### config.mk
export PLATFORM = sky130hd
export DESIGN_NAME = battery_gauge_trimmed_mean
export DESIGN_NICKNAME = d
export VERILOG_FILES = /design/src/bgtm_pkg.sv /design/src/battery_gauge_trimmed_mean.sv
export SDC_FILE = /design/constraint.sdc
export NUM_CORES = 1
export LEC_CHECK = 0
export ABC_AREA = 1
export ABC_CLOCK_PERIOD_IN_PS = 8320
export BUFFER_PORTS_ARGS = -buffer_cell sky130_fd_sc_hd__buf_2
export CAP_MARGIN = 0
export CORE_MARGIN = 2
export CORE_UTILIZATION = 40
export CTS_CLUSTER_SIZE = 40
export DETAILED_ROUTE_END_ITERATION = 10
export GPL_ROUTABILITY_DRIVEN = 0
export PLACE_DENSITY = 0.69
export SETUP_SLACK_MARGIN = 0.1
export SLEW_MARGIN = 20
export SYNTH_ARGS = -nofsm -noshare
export SYNTH_HDL_FRONTEND = slang
export SYNTH_SLANG_ARGS = --single-unit
export TNS_END_PERCENT = 50
### constraint.sdc
create_clock -name clock -period 8.32 [get_ports clock]
set_input_delay 2.496 -clock clock [delete_from_list [all_inputs] [get_ports clock]]
set_output_delay 2.496 -clock clock [all_outputs]
set_load 0.01 [all_outputs]
### src/bgtm_pkg.sv
package bgtm_pkg;

   localparam int SAMPLES   = 6;
   localparam int MID_COUNT = SAMPLES - 2;
   localparam int UV_W      = 23;
   localparam int PCT_W     = 7;
   localparam int CNT_W     = $clog2(SAMPLES + 1);
   localparam int SUM_W     = UV_W + $clog2(SAMPLES);
   localparam int LEVELS    = 11;

   localparam logic [UV_W-1:0] LEVEL_UV [LEVELS] = '{
      23'd4200000, 23'd4060000, 23'd3980000, 23'd3920000, 23'd3870000, 23'd3820000,
      23'd3790000, 23'd3770000, 23'd3740000, 23'd3680000, 23'd3450000
   };
   localparam logic [PCT_W-1:0] LEVEL_PCT [LEVELS] = '{
      7'd100, 7'd90, 7'd80, 7'd70, 7'd60, 7'd50, 7'd40, 7'd30, 7'd20, 7'd10, 7'd5
   };

   localparam logic [PCT_W-1:0] PCT_LOW      = 7'd10;
   localparam logic [PCT_W-1:0] PCT_SHUTDOWN = 7'd5;

   localparam logic [UV_W-1:0] VALID_LOW_RST  = 23'd3300000;
   localparam logic [UV_W-1:0] VALID_HIGH_RST = 23'd4400000;

   typedef enum logic {
      CSR_VALID_LOW  = 1'b0,
      CSR_VALID_HIGH = 1'b1
   } csr_index_type;

   typedef enum logic [2:0] {
      ALARM_NONE      = 3'd0,
      ALARM_LOW       = 3'd1,
      ALARM_SHUTDOWN  = 3'd2,
      ALARM_CHG_START = 3'd3,
      ALARM_STOP      = 3'd4
   } alarm_type;

   typedef enum logic [2:0] {
      LED_KEEP       = 3'd0,
      LED_RED_SOLID  = 3'd1,
      LED_BLUE_SOLID = 3'd2,
      LED_RED_BLINK  = 3'd3,
      LED_OFF        = 3'd4
   } led_type;

   // first threshold that the voltage reaches wins; below all of them is empty
   function automatic logic [PCT_W-1:0] percent_of(input logic [UV_W-1:0] uv);
      logic [PCT_W-1:0] pct;
      pct = '0;
      for (int i = LEVELS - 1; i >= 0; i--) begin
         if (uv >= LEVEL_UV[i]) pct = LEVEL_PCT[i];
      end
      return pct;
   endfunction

endpackage

### src/battery_gauge_trimmed_mean.sv
// channel | ports                                        | direction
// req     | req_valid / req_stall, sample and pin fields | in
// rsp     | rsp_valid / rsp_stall, level, alarm, led     | out
// csr     | csr_wr_en, csr_index, csr_wdata              | in
//
// one transaction per cycle sustained while rsp is not stalled; req reaches rsp through
// the input register, then the result register
// trimmed mean is running sum minus running min and max, over four, so the sixth kept
// sample finishes in the same single pass
// reset is synchronous and active high
// a stalled rsp holds the input register; req_stall rises only when both are full
module battery_gauge_trimmed_mean
   import bgtm_pkg::*;
(
   input  logic              clock,
   input  logic              reset,

   input  logic              req_valid,
   output logic              req_stall,
   input  logic [UV_W-1:0]   req_sample_uv,
   input  logic              req_charger_connected,
   input  logic              req_charging_pin,
   input  logic              req_full_pin,
   input  logic              req_alarm_idle,

   output logic              rsp_valid,
   input  logic              rsp_stall,
   output logic              rsp_level_updated,
   output logic [UV_W-1:0]   rsp_filtered_uv,
   output logic [PCT_W-1:0]  rsp_battery_percent,
   output logic [2:0]        rsp_alarm_raise,
   output logic [2:0]        rsp_led_command,
   output logic              rsp_charge_active,

   input  logic              csr_wr_en,
   input  logic              csr_index,
   input  logic [UV_W-1:0]   csr_wdata
);

   // configuration
   logic [UV_W-1:0]  valid_low_ff, valid_high_ff;

   // input register
   logic             in_valid_ff;
   logic [UV_W-1:0]  in_sample_ff;
   logic             in_conn_ff, in_chg_ff, in_full_ff, in_idle_ff;

   // gauge state
   logic [CNT_W-1:0] cnt_ff, cnt_in;
   logic [SUM_W-1:0] sum_ff, sum_in;
   logic [UV_W-1:0]  run_min_ff, run_min_in;
   logic [UV_W-1:0]  run_max_ff, run_max_in;
   logic [PCT_W-1:0] level_ff, level_in;
   logic [UV_W-1:0]  mean_ff, mean_in;
   logic             seen_ff, seen_in;

   // result register
   logic             rsp_valid_ff;
   logic             upd_ff, upd_in;
   alarm_type        alarm_ff, alarm_in;
   led_type          led_ff, led_in;
   logic             conn_out_ff;

   logic             advance;
   logic             keep;
   logic             done;
   logic             first;
   logic [SUM_W-1:0] mid_sum;
   logic             pending;

   assign advance   = in_valid_ff && (!rsp_valid_ff || !rsp_stall);
   assign req_stall = in_valid_ff && !advance;

   always_ff @(posedge clock) begin
      if (reset) begin
         valid_low_ff  <= VALID_LOW_RST;
         valid_high_ff <= VALID_HIGH_RST;
      end else if (csr_wr_en) begin
         case (csr_index_type'(csr_index))
            CSR_VALID_LOW:  valid_low_ff  <= csr_wdata;
            CSR_VALID_HIGH: valid_high_ff <= csr_wdata;
            default: ;
         endcase
      end
   end

   always_ff @(posedge clock) begin
      if (reset) begin
         in_valid_ff <= 1'b0;
      end else if (req_valid && !req_stall) begin
         in_valid_ff <= 1'b1;
      end else if (advance) begin
         in_valid_ff <= 1'b0;
      end
   end

   always_ff @(posedge clock) begin
      if (req_valid && !req_stall) begin
         in_sample_ff <= req_sample_uv;
         in_conn_ff   <= req_charger_connected;
         in_chg_ff    <= req_charging_pin;
         in_full_ff   <= req_full_pin;
         in_idle_ff   <= req_alarm_idle;
      end
   end

   always_comb begin
      keep  = (in_sample_ff > valid_low_ff) && (in_sample_ff < valid_high_ff);
      first = (cnt_ff == '0);
      done  = keep && (cnt_ff == CNT_W'(SAMPLES - 1));

      cnt_in     = cnt_ff;
      sum_in     = sum_ff;
      run_min_in = run_min_ff;
      run_max_in = run_max_ff;
      if (keep) begin
         cnt_in     = cnt_ff + CNT_W'(1);
         sum_in     = first ? SUM_W'(in_sample_ff) : sum_ff + SUM_W'(in_sample_ff);
         run_min_in = (first || in_sample_ff < run_min_ff) ? in_sample_ff : run_min_ff;
         run_max_in = (first || in_sample_ff > run_max_ff) ? in_sample_ff : run_max_ff;
      end

      // middle entries of the sorted set sum to the total less its extremes
      mid_sum  = sum_in - SUM_W'(run_min_in) - SUM_W'(run_max_in);
      mean_in  = mean_ff;
      level_in = level_ff;
      upd_in   = 1'b0;
      alarm_in = ALARM_NONE;
      pending  = !in_idle_ff;
      if (done) begin
         cnt_in   = '0;
         upd_in   = 1'b1;
         mean_in  = UV_W'(mid_sum / MID_COUNT);
         level_in = percent_of(mean_in);
         if (!pending && level_in == PCT_LOW) begin
            alarm_in = ALARM_LOW;
            pending  = 1'b1;
         end else if (!pending && level_in == PCT_SHUTDOWN) begin
            alarm_in = ALARM_SHUTDOWN;
            pending  = 1'b1;
         end
      end

      seen_in = seen_ff;
      if (in_conn_ff) begin
         if (!seen_ff && !pending) begin
            alarm_in = ALARM_CHG_START;
            seen_in  = 1'b1;
         end
         if (in_chg_ff && !in_full_ff)      led_in = LED_RED_SOLID;
         else if (!in_chg_ff && in_full_ff) led_in = LED_BLUE_SOLID;
         else                               led_in = LED_KEEP;
      end else begin
         if (seen_ff && !pending) begin
            alarm_in = ALARM_STOP;
            seen_in  = 1'b0;
         end
         led_in = (level_in <= PCT_LOW) ? LED_RED_BLINK : LED_OFF;
      end
   end

   always_ff @(posedge clock) begin
      if (reset) begin
         cnt_ff   <= '0;
         level_ff <= '0;
         mean_ff  <= '0;
         seen_ff  <= 1'b0;
      end else if (advance) begin
         cnt_ff   <= cnt_in;
         level_ff <= level_in;
         mean_ff  <= mean_in;
         seen_ff  <= seen_in;
      end
   end

   always_ff @(posedge clock) begin
      if (advance) begin
         sum_ff     <= sum_in;
         run_min_ff <= run_min_in;
         run_max_ff <= run_max_in;
      end
   end

   always_ff @(posedge clock) begin
      if (reset) begin
         rsp_valid_ff <= 1'b0;
      end else if (advance) begin
         rsp_valid_ff <= 1'b1;
      end else if (!rsp_stall) begin
         rsp_valid_ff <= 1'b0;
      end
   end

   always_ff @(posedge clock) begin
      if (advance) begin
         upd_ff      <= upd_in;
         alarm_ff    <= alarm_in;
         led_ff      <= led_in;
         conn_out_ff <= in_conn_ff;
      end
   end

   assign rsp_valid           = rsp_valid_ff;
   assign rsp_level_updated   = upd_ff;
   assign rsp_filtered_uv     = mean_ff;
   assign rsp_battery_percent = level_ff;
   assign rsp_alarm_raise     = alarm_ff;
   assign rsp_led_command     = led_ff;
   assign rsp_charge_active   = conn_out_ff;

   a_done_updates: assert property (@(posedge clock) disable iff (reset)
      advance && done |=> rsp_valid_ff && upd_ff && cnt_ff == '0)
      else $error("completed sample set did not produce an update");

   a_advance_fills: assert property (@(posedge clock) disable iff (reset)
      advance |=> rsp_valid_ff)
      else $error("processed transaction lost before the result register");

   a_min_le_max: assert property (@(posedge clock) disable iff (reset)
      cnt_ff != '0 |-> run_min_ff <= run_max_ff)
      else $error("running minimum above running maximum");

   a_level_alarm_on_update: assert property (@(posedge clock) disable iff (reset)
      rsp_valid_ff && (alarm_ff == ALARM_LOW || alarm_ff == ALARM_SHUTDOWN) |-> upd_ff)
      else $error("level alarm raised without a level update");

   a_count_bound: assert property (@(posedge clock) disable iff (reset)
      advance && !keep |=> cnt_ff == $past(cnt_ff))
      else $error("kept count moved on a dropped sample");

endmodule

-- After elaboration in Yosys (flattened, before gate mapping)
Cells that the tools add are included.
- output and inout bits: 40
- register bits: 189
- reduce and logical (&&, ||, !) cells: 32
- bitwise logic cells: 1
- muxes and demuxes: 42
- $add $sub $neg: 4
- equal/unequal tests: 5
- $lt $le $gt $ge: 16
- operators by type and width (kind ; number):
    23-bit by 22-bit >= comparator with 1-bit output (second input constant) ; 10
    23-bit two-way mux ; 4
    7-bit two-way mux ; 12
    26-bit two-way mux ; 2
    25-bit by 23-bit subtractor with 25-bit output ; 2
    23-bit greater-than comparator ; 2
    23-bit < comparator ; 2
    26-bit by 23-bit adder with 26-bit output ; 1
    3-bit two-way mux ; 8
    23-bit >= comparator (second input constant) ; 1
    1-bit logical AND ; 11
    1-bit two-way mux ; 11
    2-bit two-way mux ; 5
    1-bit logical NOT ; 9
    2-bit AND reduction ; 4
    7-bit by 3-bit equality test with 1-bit output (second input constant) ; 1
    7-bit by 4-bit equality test with 1-bit output (second input constant) ; 1
    7-bit by 4-bit <= comparator with 1-bit output (second input constant) ; 1
    2-bit nonzero test ; 3
    2-bit by 1-bit inequality test with 1-bit output (second input constant) ; 2
    3-bit by 1-bit adder with 3-bit output (second input constant) ; 1
    3-bit equality test (second input constant) ; 1
    3-bit logical NOT ; 1
    1-bit logical OR ; 3
    2 further kinds ; 2

-- Logic depth before layout (Yosys ltp)
Gate-level depths: netlist of run 1.
- word-level depth: 28
- mapped depth: 50
- gate-level depth less buffers: 49

-- Least setup slack after synthesis of run 1
OpenSTA, ideal clock, no wires.
- path type: input to register
- start point: in rsp_stall
- end point: reg level_ff[0], in the netlist rsp_battery_percent[0]
- data arrival time: 7.702 ns
- buffers on the path: 0
- stages on the path: 8
- slack: 0.487 ns
- cell sequence: nand2_1 -> inv_1 -> nor2_1 -> inv_1 -> nor2_1 -> inv_1 -> o21ai_0 -> o22ai_1
- longest elaborated chain between the ends: 3
- ends and longest elaborated chain (element ; line ; text):
    start, declared ; battery_gauge_trimmed_mean.sv:27 ; input logic rsp_stall,
    1-bit logical NOT ; -- ;
    1-bit logical OR ; battery_gauge_trimmed_mean.sv:71 ; assign advance = in_valid_ff && (!rsp_valid_ff || !rsp_stall);
    1-bit logical AND ; battery_gauge_trimmed_mean.sv:71 ;
    via advance ; battery_gauge_trimmed_mean.sv:64 ; logic advance;
    end signal, assigned ; battery_gauge_trimmed_mean.sv:170 ; level_ff <= level_in;
    end, declared ; battery_gauge_trimmed_mean.sv:53 ; logic [PCT_W-1:0] level_ff, level_in;
The timed path passes the listed nets, and every way through them passes these cells.
A chain may end at the register's enable or synchronous reset.

-- Worst setup path in the final report of run 1
- start point: reg in_sample_ff[22]
- end point: reg led_ff[1], in the netlist rsp_led_command[1] (data pin)
- elaborated cells on any way between the ends: 44
- classes of those cells: 3 x add/sub; 16 x order compare; 21 x mux; 4 x reduce/logical
- RTL lines (element ; line ; text):
    start, declared ; battery_gauge_trimmed_mean.sv:45 ; logic [UV_W-1:0] in_sample_ff;
    start signal, assigned ; battery_gauge_trimmed_mean.sv:99 ; in_sample_ff <= req_sample_uv;
    23-bit greater-than comparator ; battery_gauge_trimmed_mean.sv:120 ; run_max_in = (first || in_sample_ff > run_max_ff) ? in_sample_ff : run_max_ff;
    1-bit logical OR ; battery_gauge_trimmed_mean.sv:120 ;
    23-bit two-way mux ; battery_gauge_trimmed_mean.sv:120 ;
    23-bit two-way mux * ; battery_gauge_trimmed_mean.sv:116 ; if (keep) begin
    via run_max_in[9] ; battery_gauge_trimmed_mean.sv:52 ; logic [UV_W-1:0] run_max_ff, run_max_in;
    25-bit by 23-bit subtractor with 25-bit output * ; battery_gauge_trimmed_mean.sv:124 ; mid_sum = sum_in - SUM_W'(run_min_in) - SUM_W'(run_max_in);
    23-bit by 22-bit >= comparator with 1-bit output ; bgtm_pkg.sv:51 ; if (uv >= LEVEL_UV[i]) pct = LEVEL_PCT[i];
    3-bit two-way mux ; bgtm_pkg.sv:51 ;
    7-bit two-way mux (9 in a row) ; bgtm_pkg.sv:51 ;
    7-bit two-way mux * ; bgtm_pkg.sv:51 ;
    7-bit two-way mux * (2 in a row) ; battery_gauge_trimmed_mean.sv:130 ; if (done) begin
    7-bit by 4-bit <= comparator with 1-bit output * ; battery_gauge_trimmed_mean.sv:158 ; led_in = (level_in <= PCT_LOW) ? LED_RED_BLINK : LED_OFF;
    3-bit two-way mux * ; battery_gauge_trimmed_mean.sv:158 ;
    3-bit two-way mux * ; battery_gauge_trimmed_mean.sv:145 ; if (in_conn_ff) begin
    via led_in[1] ; battery_gauge_trimmed_mean.sv:61 ; led_type led_ff, led_in;
    end signal, assigned ; battery_gauge_trimmed_mean.sv:198 ; led_ff <= led_in;
    end, declared ; battery_gauge_trimmed_mean.sv:61 ;
The timed path passes the listed nets; every way through them passes the cells marked *. The select of a mux whose other input is x is not followed.

==> flow_metrics.tcl, run 1 <==
set metrics [dict create \
    synthArstFlopShare_pct 0 \
    final_common_cell "nand2_1" \
    cts.sinks 188 \
    setup_violations 0 \
    clk_latency_ps 450 \
    finalCritPeriodShare_pct 91.7 \
    power.total_uw 5340 \
    slowest_stage "a31oi_4" \
    ys_seq_area_share_pct 35.8 \
    path_delay_family "simple AND/OR/NAND/NOR gates" \
    dieWidth_um 188 \
    synthToLayoutAreaGrowth_pct 12.2 \
    ir_worst_vdd_v 0.000267 \
    relSlewSlack_pct 25.0 \
    skew_ps 9.57 \
    yosys.area_share.adder_pct 16.4 \
    ioPinCount 96 \
    start_kind "flop" \
    hold_class "reg2reg" \
    tritoncts "done" \
    drive_above_1_share_pct 11.7 \
    synth_compound_area_share_pct 16.7 \
    cts-root-buf "clkbuf_16" \
    critPathRequiredTime_ps 8520 \
    path_class "reg2reg" \
    grt_pass1_wl_um 57900 \
    critPathMaxStageDelay_ps 780 \
    synth-xor-area-share_pct 1.55 \
    crit_buf_inv 6 \
    overflow 0 \
    dp_cells 2242 \
    final_antenna_net_count 0 \
    antenna_found_initial 0 \
    grt_use_total_pct 20.4 \
    vias_per_cell 5.30 \
    io_buffers 95 \
    grt_max_degree 72 \
    r2r_setup_slack_ps 690 \
    hpwl_um 28100 \
    syn-cell-area_um2 13500 \
    synthCells 1723 \
    drcViolationCount 0 \
    vias 12100 \
    maxCapViolations 0 \
    finalSetupTns_ps 0 \
    worst_pin_slew_ps 1100 \
    synth_edf_count 106 \
    powerDensity_nw_per_um2 353 \
    arrival_ps 7830 \
    p_leak_uw 0.00711 \
    worst-path-max-fanout 33 \
    finalCriticalPeriod_ps 7630 \
    numCtsBuffers 17 \
    final_nets 2032 \
    synth_ff_type "edfxtp_1" \
    status "completed" \
    endpoint_kind "flop" \
    rows 67 \
    wl_um 36000 \
    grt_pass1_vias 11500 \
    slew_viol_final 0 \
    rsz0062_at_grt "false" \
    timing.final.hold_violations 0 \
    cts_buffer_depth 2 \
    postCtsHoldBufs 0 \
    ys_seq_elements 188 \
    die_height_um 188 \
    fin_cells 2274 \
    muxShareOfSynthArea_pct 0.0742 \
    cts_setup_buffers 0 \
    antennaDiodeCount 0 \
    drt_iter0_drc 976 \
    synth_nets 1942 \
    syn_area_per_cell_um2 7.83 \
    dieArea_um2 35200 \
    utilization_pct 45.4 \
    final_cell_mix "nand2_1 (338), inv_1 (287), a21oi_1 (168)" \
    drt-wirelength-per-cell_um 15.8 \
    ys_warn_count 0 \
    drt_pass1_iterations 5 \
    yosys.area_share.simple_pct 20.2 \
    synth_top_family_by_area "simple AND/OR/NAND/NOR gates" \
    core_um2 33400 \
    start_util_pct 40.4 \
    ys_types 58 \
    cts.repair.resized 0 \
    htree_levels 4 \
    clk_pin_slew_worst_paths_ps 80 \
    cpMostUsedCell "nand2_1" \
    timing.fmax_mhz 131 \
]
through the flow:
stage | setup slack [ps] | cell area, µm² | hold slack, ps
floorplan | 487 | 13500 | 435
global placement | 987 | 14500 | 447
detailed placement | 845 | 14500 | 454
CTS | 746 | 15100 | 465
global route | 171 | 15100 | 486
finish | 690 | 15100 | 464
power by group:
| part | internal [µW] | total [µW] | leakage, µW | switching, µW |
|---|---|---|---|---|
| logic | 1040 | 3380 | 0.00512 | 2340 |
| clock network | 471 | 858 | 0.000312 | 387 |
| registers | 1060 | 1100 | 0.00168 | 38.1 |
| total | 2580 | 5340 | 0.00711 | 2770 |
Yosys cell counts, drive strengths merged, types with 19 or more instances:
library cell / number / area (µm²)
dfxtp: 82 / 1640
nand3: 62 / 365
edfxtp: 106 / 3180
a21oi: 170 / 858
o21ai: 148 / 744
fa: 23 / 460
nand2: 370 / 1500
nor3: 22 / 115
nand4: 19 / 125
clkbuf: 33 / 124
ha: 140 / 1750
inv: 297 / 1110
nor2: 122 / 483
o211ai: 22 / 165
flip-flops by register name, indices dropped and copies added, names as in the netlist, 3 cells and up:
name                 cells
sum_ff                  25
in_sample_ff            23
rsp_filtered_uv         23
run_max_ff              23
run_min_ff              23
valid_high_ff           23
valid_low_ff            23
rsp_battery_percent      7
cnt_ff                   3
rsp_alarm_raise          3
rsp_led_command          3
cell families after synthesis:
group	count (synthesis)
xor gates and xnor gates	20
muxes	1
buffers and inverters	334
DFF	188
AOI/OAI and AO/OA	402
adders and majority gates	163
and+or+nand+nor	615
routing by layer:
metal / track usage (%) / part of all wire, %
met1: 26.9 / 45
met2: 34.0 / 46
met3: 3.05 / 5.9
met4: 7.00 / 2.9
met5: 0 / 0
worst min-delay path, delay by kind of cell, from the launching register on:
family / cells / cell delay, ps
compound gates: 1 / 60
buf+inv: 1 / 60
flops: 1 / 300
worst paths after layout:
kind,from,endpoint,cells past startpoint
min reg2reg,valid_high_ff[1]$_SDFFE_PP0P_,valid_high_ff[1]$_SDFFE_PP0P_,2
min,valid_high_ff[1]$_SDFFE_PP0P_,valid_high_ff[1]$_SDFFE_PP0P_,2
max reg2reg,in_sample_ff[22]$_DFFE_PP_,rsp_led_command[1]$_DFFE_PP_,35
max,in_sample_ff[22]$_DFFE_PP_,rsp_led_command[1]$_DFFE_PP_,35
cell type report:
cell class	count	area, µm²
well taps	448	561
flip-flops and latches	188	4820
fillers	3320	18200
clock buffers	22	539
clock inverters	10	86.3
repair buffers	105	563
multi-input cells	1201	7430
inverters	300	1130
Power figures use the tool's default switching activity.
==> inputs of run 2 (changes only) <==
--- a/config.mk
+++ b/config.mk
@@ -6,7 +6,7 @@
 export NUM_CORES = 1
 export LEC_CHECK = 0
 export ABC_AREA = 1
-export ABC_CLOCK_PERIOD_IN_PS = 8320
+export ABC_CLOCK_PERIOD_IN_PS = 7200
 export BUFFER_PORTS_ARGS = -buffer_cell sky130_fd_sc_hd__buf_2
 export CAP_MARGIN = 0
 export CORE_MARGIN = 2
==> constraint.sdc (replaced) <==
create_clock -name clock -period 7.2 [get_ports clock]
set_input_delay 2.16 -clock clock [delete_from_list [all_inputs] [get_ports clock]]
set_output_delay 2.16 -clock clock [all_outputs]
set_load 0.01 [all_outputs]
==> run 2 against run 1 <==
  * Maximum frequency rose by 14%
  * Largest cell class unchanged
  * Highest routed layer unchanged
  * Largest power group unchanged
  * First-iteration DRC count rose by 15%
  * Clock skew rose by 3.8 ps
  * Critical path depth rose by 3
  * Die area did not move
  * Non-clock buffer count rose by 30
  * Final cell count rose by 1.4%
  * Via count rose by 1.1%
==> flow_metrics.tcl, run 2 (same netlist as run 1, synthesis figures left out) <==
set metrics [dict create \
    met2_usage_pct 34.6 \
    relSlewSlack_pct 34.5 \
    htree_levels 4 \
    rsz0062_at_grt "false" \
    multiInputGateArea_um2 7670 \
    overflow 0 \
    cts.sinks 188 \
    worst-path-max-fanout 23 \
    drt_pass1_iterations 5 \
    slowest_stage "fa_1" \
    antenna_found_initial 0 \
    die_height_um 188 \
    vias_per_cell 5.29 \
    reg2regPathDepth 38 \
    dieWidth_um 188 \
    critPathMaxStageDelay_ps 510 \
    antennaDiodeCount 0 \
    cts-root-buf "clkbuf_16" \
    final_antenna_net_count 0 \
    setup_violations 0 \
    dieArea_um2 35200 \
    timing.fmax_mhz 150 \
    status "completed" \
    drt_iter0_drc 1121 \
    whs_path_depth 2 \
    numCtsBuffers 17 \
    n_fill_cell 3240 \
    grt_pass1_wl_um 59500 \
    drt-wirelength-per-cell_um 16.2 \
    start_kind "flop" \
    grt_max_degree 72 \
    io_buffers 95 \
    critPathRequiredTime_ps 7400 \
    final_area_um2 15600 \
    ir_worst_vdd_v 0.000320 \
    fin_ws_ps 517 \
    grt_use_total_pct 21.0 \
    grt-busiest-layer "met2" \
    powerDensity_nw_per_um2 407 \
    dp_slack_ps 29.7 \
    finalCritPeriodShare_pct 92.8 \
    regMostFlops "sum_ff" \
    skew_ps 13.3 \
    grt_pass1_vias 11800 \
    wl_um 37200 \
    use_met1_pct 28.1 \
    finalCriticalPeriod_ps 6680 \
    met3_usage_pct 3.16 \
    drive_above_1_share_pct 15.1 \
    slew_viol_final 0 \
    drcViolationCount 0 \
    arrival_ps 6880 \
    hold_slack_ps 464 \
    hpwl_um 27700 \
    cpMostUsedCell "nand2_1" \
    maxCapViolations 0 \
    path_class "reg2reg" \
    rows 67 \
    ioPinCount 96 \
    worst_pin_slew_ps 983 \
    p_leak_uw 0.00725 \
    tritoncts "done" \
    cts_buffer_depth 2 \
    clk_pin_slew_worst_paths_ps 80 \
    place_area_um2 14600 \
    utilization_pct 46.7 \
    regArea_um2 4820 \
    final_nets 2063 \
    largest_reg_flops 25 \
    start_util_pct 40.4 \
    clk_latency_ps 460 \
    final_cell_mix "nand2_1 (334), inv_1 (286), a21oi_1 (156)" \
    finalSetupTns_ps 0 \
    final_common_cell "nand2_1" \
    endpoint_kind "flop" \
    synthToLayoutAreaGrowth_pct 15.4 \
    timing.final.hold_violations 0 \
    vias 12200 \
    hold_class "reg2reg" \
    core_um2 33400 \
]
==> run 2: critical path: cells and delay by family, from the launching register on <==
family,cells,cell delay (ps)
compound gates,13,2020
fa+ha+maj,3,1210
buf+inv,5,730
flops,1,430
simple gates,17,2040
==> run 2: repair_timing <==
action                                  4_1_cts  5_1_grt
resized for setup                             2       60
endpoints found under the setup margin        5       13
setup buffers                                 1       12
hold buffers                                  0        0
pin swaps                                     1        9
cloned                                        1        1
==> run 2: path summary, 6_finish.rpt <==
check	start	endpoint	slack (ps)
setup / recovery	in_sample_ff[2]$_DFFE_PP_	rsp_led_command[2]$_SDFFCE_PP0P_	520
hold reg to reg	valid_high_ff[5]$_SDFFE_PP0P_	valid_high_ff[5]$_SDFFE_PP0P_	460
setup reg to reg	in_sample_ff[2]$_DFFE_PP_	rsp_led_command[2]$_SDFFCE_PP0P_	520
hold / removal	valid_high_ff[5]$_SDFFE_PP0P_	valid_high_ff[5]$_SDFFE_PP0P_	460
==> run 2: area by class of cell <==
class / instances / area share, %
clock buffers: 18 / 2.76
clock inverters: 14 / 0.860
inverters: 300 / 7.26
multi-input cells: 1202 / 49.2
flip-flops and latches: 188 / 31.0
well taps: 448 / 3.60
repair buffers: 135 / 5.30
==> run 2: where the power goes <==
part	switching, µW	internal [µW]	total (µW)	leakage [µW]
registers	37.9	1230	1270	0.00168
logic	2830	1310	4140	0.00531
clock network	457	483	940	0.000269
total	3320	3020	6340	0.00725
==> run 2: per-layer routing <==
layer / part of all wire [%] / vias up
met1: 46 / 5686
met3: 5.7 / 74
met4: 2.8 / 0
met5: 0 / -
li1: - / 5995
met2: 46 / 432
==> run 2: per-stage QoR <==
step	std cells	total power, µW
after floorplan	1723	4110
after CTS	2292	6060
after global placement	2258	5050
after detailed placement	2258	5080
final	2305	6340
after global routing	2305	6810
==> inputs of run 3 (changes only) <==
--- a/config.mk
+++ b/config.mk
@@ -6,7 +6,7 @@
 export NUM_CORES = 1
 export LEC_CHECK = 0
 export ABC_AREA = 1
-export ABC_CLOCK_PERIOD_IN_PS = 7200
+export ABC_CLOCK_PERIOD_IN_PS = 6590
 export BUFFER_PORTS_ARGS = -buffer_cell sky130_fd_sc_hd__buf_2
 export CAP_MARGIN = 0
 export CORE_MARGIN = 2
==> constraint.sdc (replaced) <==
create_clock -name clock -period 6.59 [get_ports clock]
set_input_delay 1.977 -clock clock [delete_from_list [all_inputs] [get_ports clock]]
set_output_delay 1.977 -clock clock [all_outputs]
set_load 0.01 [all_outputs]
==> run 3 against run 2 <==
  * Critical endpoint is now rsp_led_command[1]$_DFFE_PP_
  * Critical path type unchanged
  * Worst hold slack gained 3.2 ps
  * Largest cell class unchanged
  * Clock power grew 9.6%
  * Non-clock buffer count up 163
  * Routed wire length increased by 7.5%
==> flow_metrics.tcl, run 3 (same netlist as run 1, synthesis figures left out) <==
set metrics [dict create \
    swShare_pct 47.8 \
    drt_pass1_iterations 8 \
    final_antenna_net_count 0 \
    vias 12900 \
    rsz0062_at_grt "true" \
    tritoncts "done" \
    io_buffers 95 \
    start_kind "flop" \
    htree_levels 4 \
    worst-path-max-fanout 6 \
    overflow 0 \
    regMostFlops "sum_ff" \
    cts-root-buf "clkbuf_16" \
    worst_pin_slew_ps 1000 \
    ioPinCount 96 \
    dieArea_um2 35200 \
    maxCapViolations 0 \
    comb_power_share_pct 74.1 \
    p_leak_uw 0.00824 \
    setup_violations 0 \
    cpMostUsedCell "nand2_1" \
    finalCritPeriodShare_pct 96.2 \
    n_fill_cell 3008 \
    dieWidth_um 188 \
    grt_use_total_pct 21.4 \
    final_common_cell "nand2_1" \
    start_util_pct 40.4 \
    final_cell_mix "nand2_1 (313), inv_1 (277), buf_4 (187)" \
    clk_pin_slew_worst_paths_ps 70 \
    slew_viol_final 0 \
    grt_max_degree 72 \
    drcViolationCount 0 \
    arrival_ps 6550 \
    drive_above_1_share_pct 29.2 \
    timing.fmax_mhz 158 \
    critPathRequiredTime_ps 6800 \
    path_class "reg2reg" \
    slowest_stage "edfxtp_1" \
    endpoint_kind "flop" \
    ir_worst_vdd_v 0.000429 \
    cts_buffer_depth 2 \
    antenna_found_initial 0 \
    power.total_uw 9340 \
    status "completed" \
    core_um2 33400 \
    die_height_um 188 \
    relSlewSlack_pct 33.1 \
    grt_pass1_vias 12300 \
    timing.final.hold_violations 0 \
    numCtsBuffers 17 \
    postCtsHoldBufs 0 \
    hpwl_um 28700 \
    p_int_uw 4870 \
    wl_um 40000 \
    critPathMaxStageDelay_ps 500 \
    rows 67 \
    skew_ps 17.3 \
    drt_iter0_drc 919 \
    finalCriticalPeriod_ps 6340 \
    antennaDiodeCount 0 \
    powerDensity_nw_per_um2 525 \
    final_nets 2225 \
    grt_pass1_wl_um 60700 \
    drt-wirelength-per-cell_um 16.2 \
    pwr-share-clk_pct 11.1 \
    hold_class "reg2reg" \
    synthToLayoutAreaGrowth_pct 31.8 \
    vias_per_cell 5.25 \
    finalSetupTns_ps 0 \
    largest_reg_flops 25 \
    seqPwrFrac_pct 14.8 \
    clk_latency_ps 470 \
    switching_power_uw 4470 \
    cts.sinks 188 \
]
==> run 3: cell types whose count changed in the layout (fill, tap and decap cells not counted), sizes merged <==
cell	change
a31oi	-1
buf	+159
bufinv	-1
clkbuf	+5
clkinv	-1
clkinvlp	-3
inv	+4
==> run 3: path summary, 6_finish.rpt <==
kind	endpoint	depth (start not counted)	start	slack, ps
min	valid_high_ff[3]$_SDFFE_PP0P_	2	valid_high_ff[3]$_SDFFE_PP0P_	470
max reg2reg	rsp_led_command[1]$_DFFE_PP_	47	in_sample_ff[2]$_DFFE_PP_	250
min reg2reg	valid_high_ff[3]$_SDFFE_PP0P_	2	valid_high_ff[3]$_SDFFE_PP0P_	470
max	rsp_led_command[1]$_DFFE_PP_	47	in_sample_ff[2]$_DFFE_PP_	250
==> run 3: metrics by stage <==
stage               hold slack (ps)  std cells  area [µm²]  utilization [%]  worst slack, ps
finish                          467       2467       17800             53.3              248
global route                    489       2467       17800             53.3            -19.8
CTS                             468       2424       16200             48.7              122
detailed placement              456       2391       15600             46.9             53.6
global placement                446       2391       15600             46.9              158
floorplan                       435       1723       13500                -              573
==> run 3: timing repair <==
item,CTS,global route
pin swaps,0,88
gates cloned,0,7
setup endpoints to repair,7,14
setup buffers,1,36
resized for setup,6,269
==> run 3: area by class of cell <==
cell class,instances,area [µm²],share of cell area [%]
inverter,300,1140,6.40
multi-input combinational,1201,8520,47.9
tap,448,561,3.15
clock buffer,19,453,2.55
sequential,188,4820,27.1
timing repair buffer,298,2170,12.2
clock inverter,13,120,0.675
==> run 3: per-layer routing <==
metal,GRT usage [%],wire (µm),vias to the layer above
li1,-,-,6317
met1,27.8,17300,6100
met2,36.2,19500,444
met3,3.72,2200,84
met4,6.48,999,0
met5,0,0,-
==> run 3: worst max-delay path, delay by kind of cell, from the launching register on <==
family,cells,cell delay (ps)
flip-flops,1,500
buffers and inverters,7,930
AO/OA/AOI/OAI,8,1130
adder cells (fa/ha/maj),3,980
XOR/XNOR,1,270
AND/OR/NAND/NOR,28,2250
==> run 3: power groups by stage <==
stage | Sequential (µW) | Clock [µW] | Combinational (µW)
detailed placement | 1410 | 0 | 5390
finish | 1380 | 1030 | 6930
CTS | 1380 | 1060 | 5450
floorplan | 1400 | 0 | 3090
global placement | 1410 | 0 | 5360
global route | 1390 | 1100 | 7470
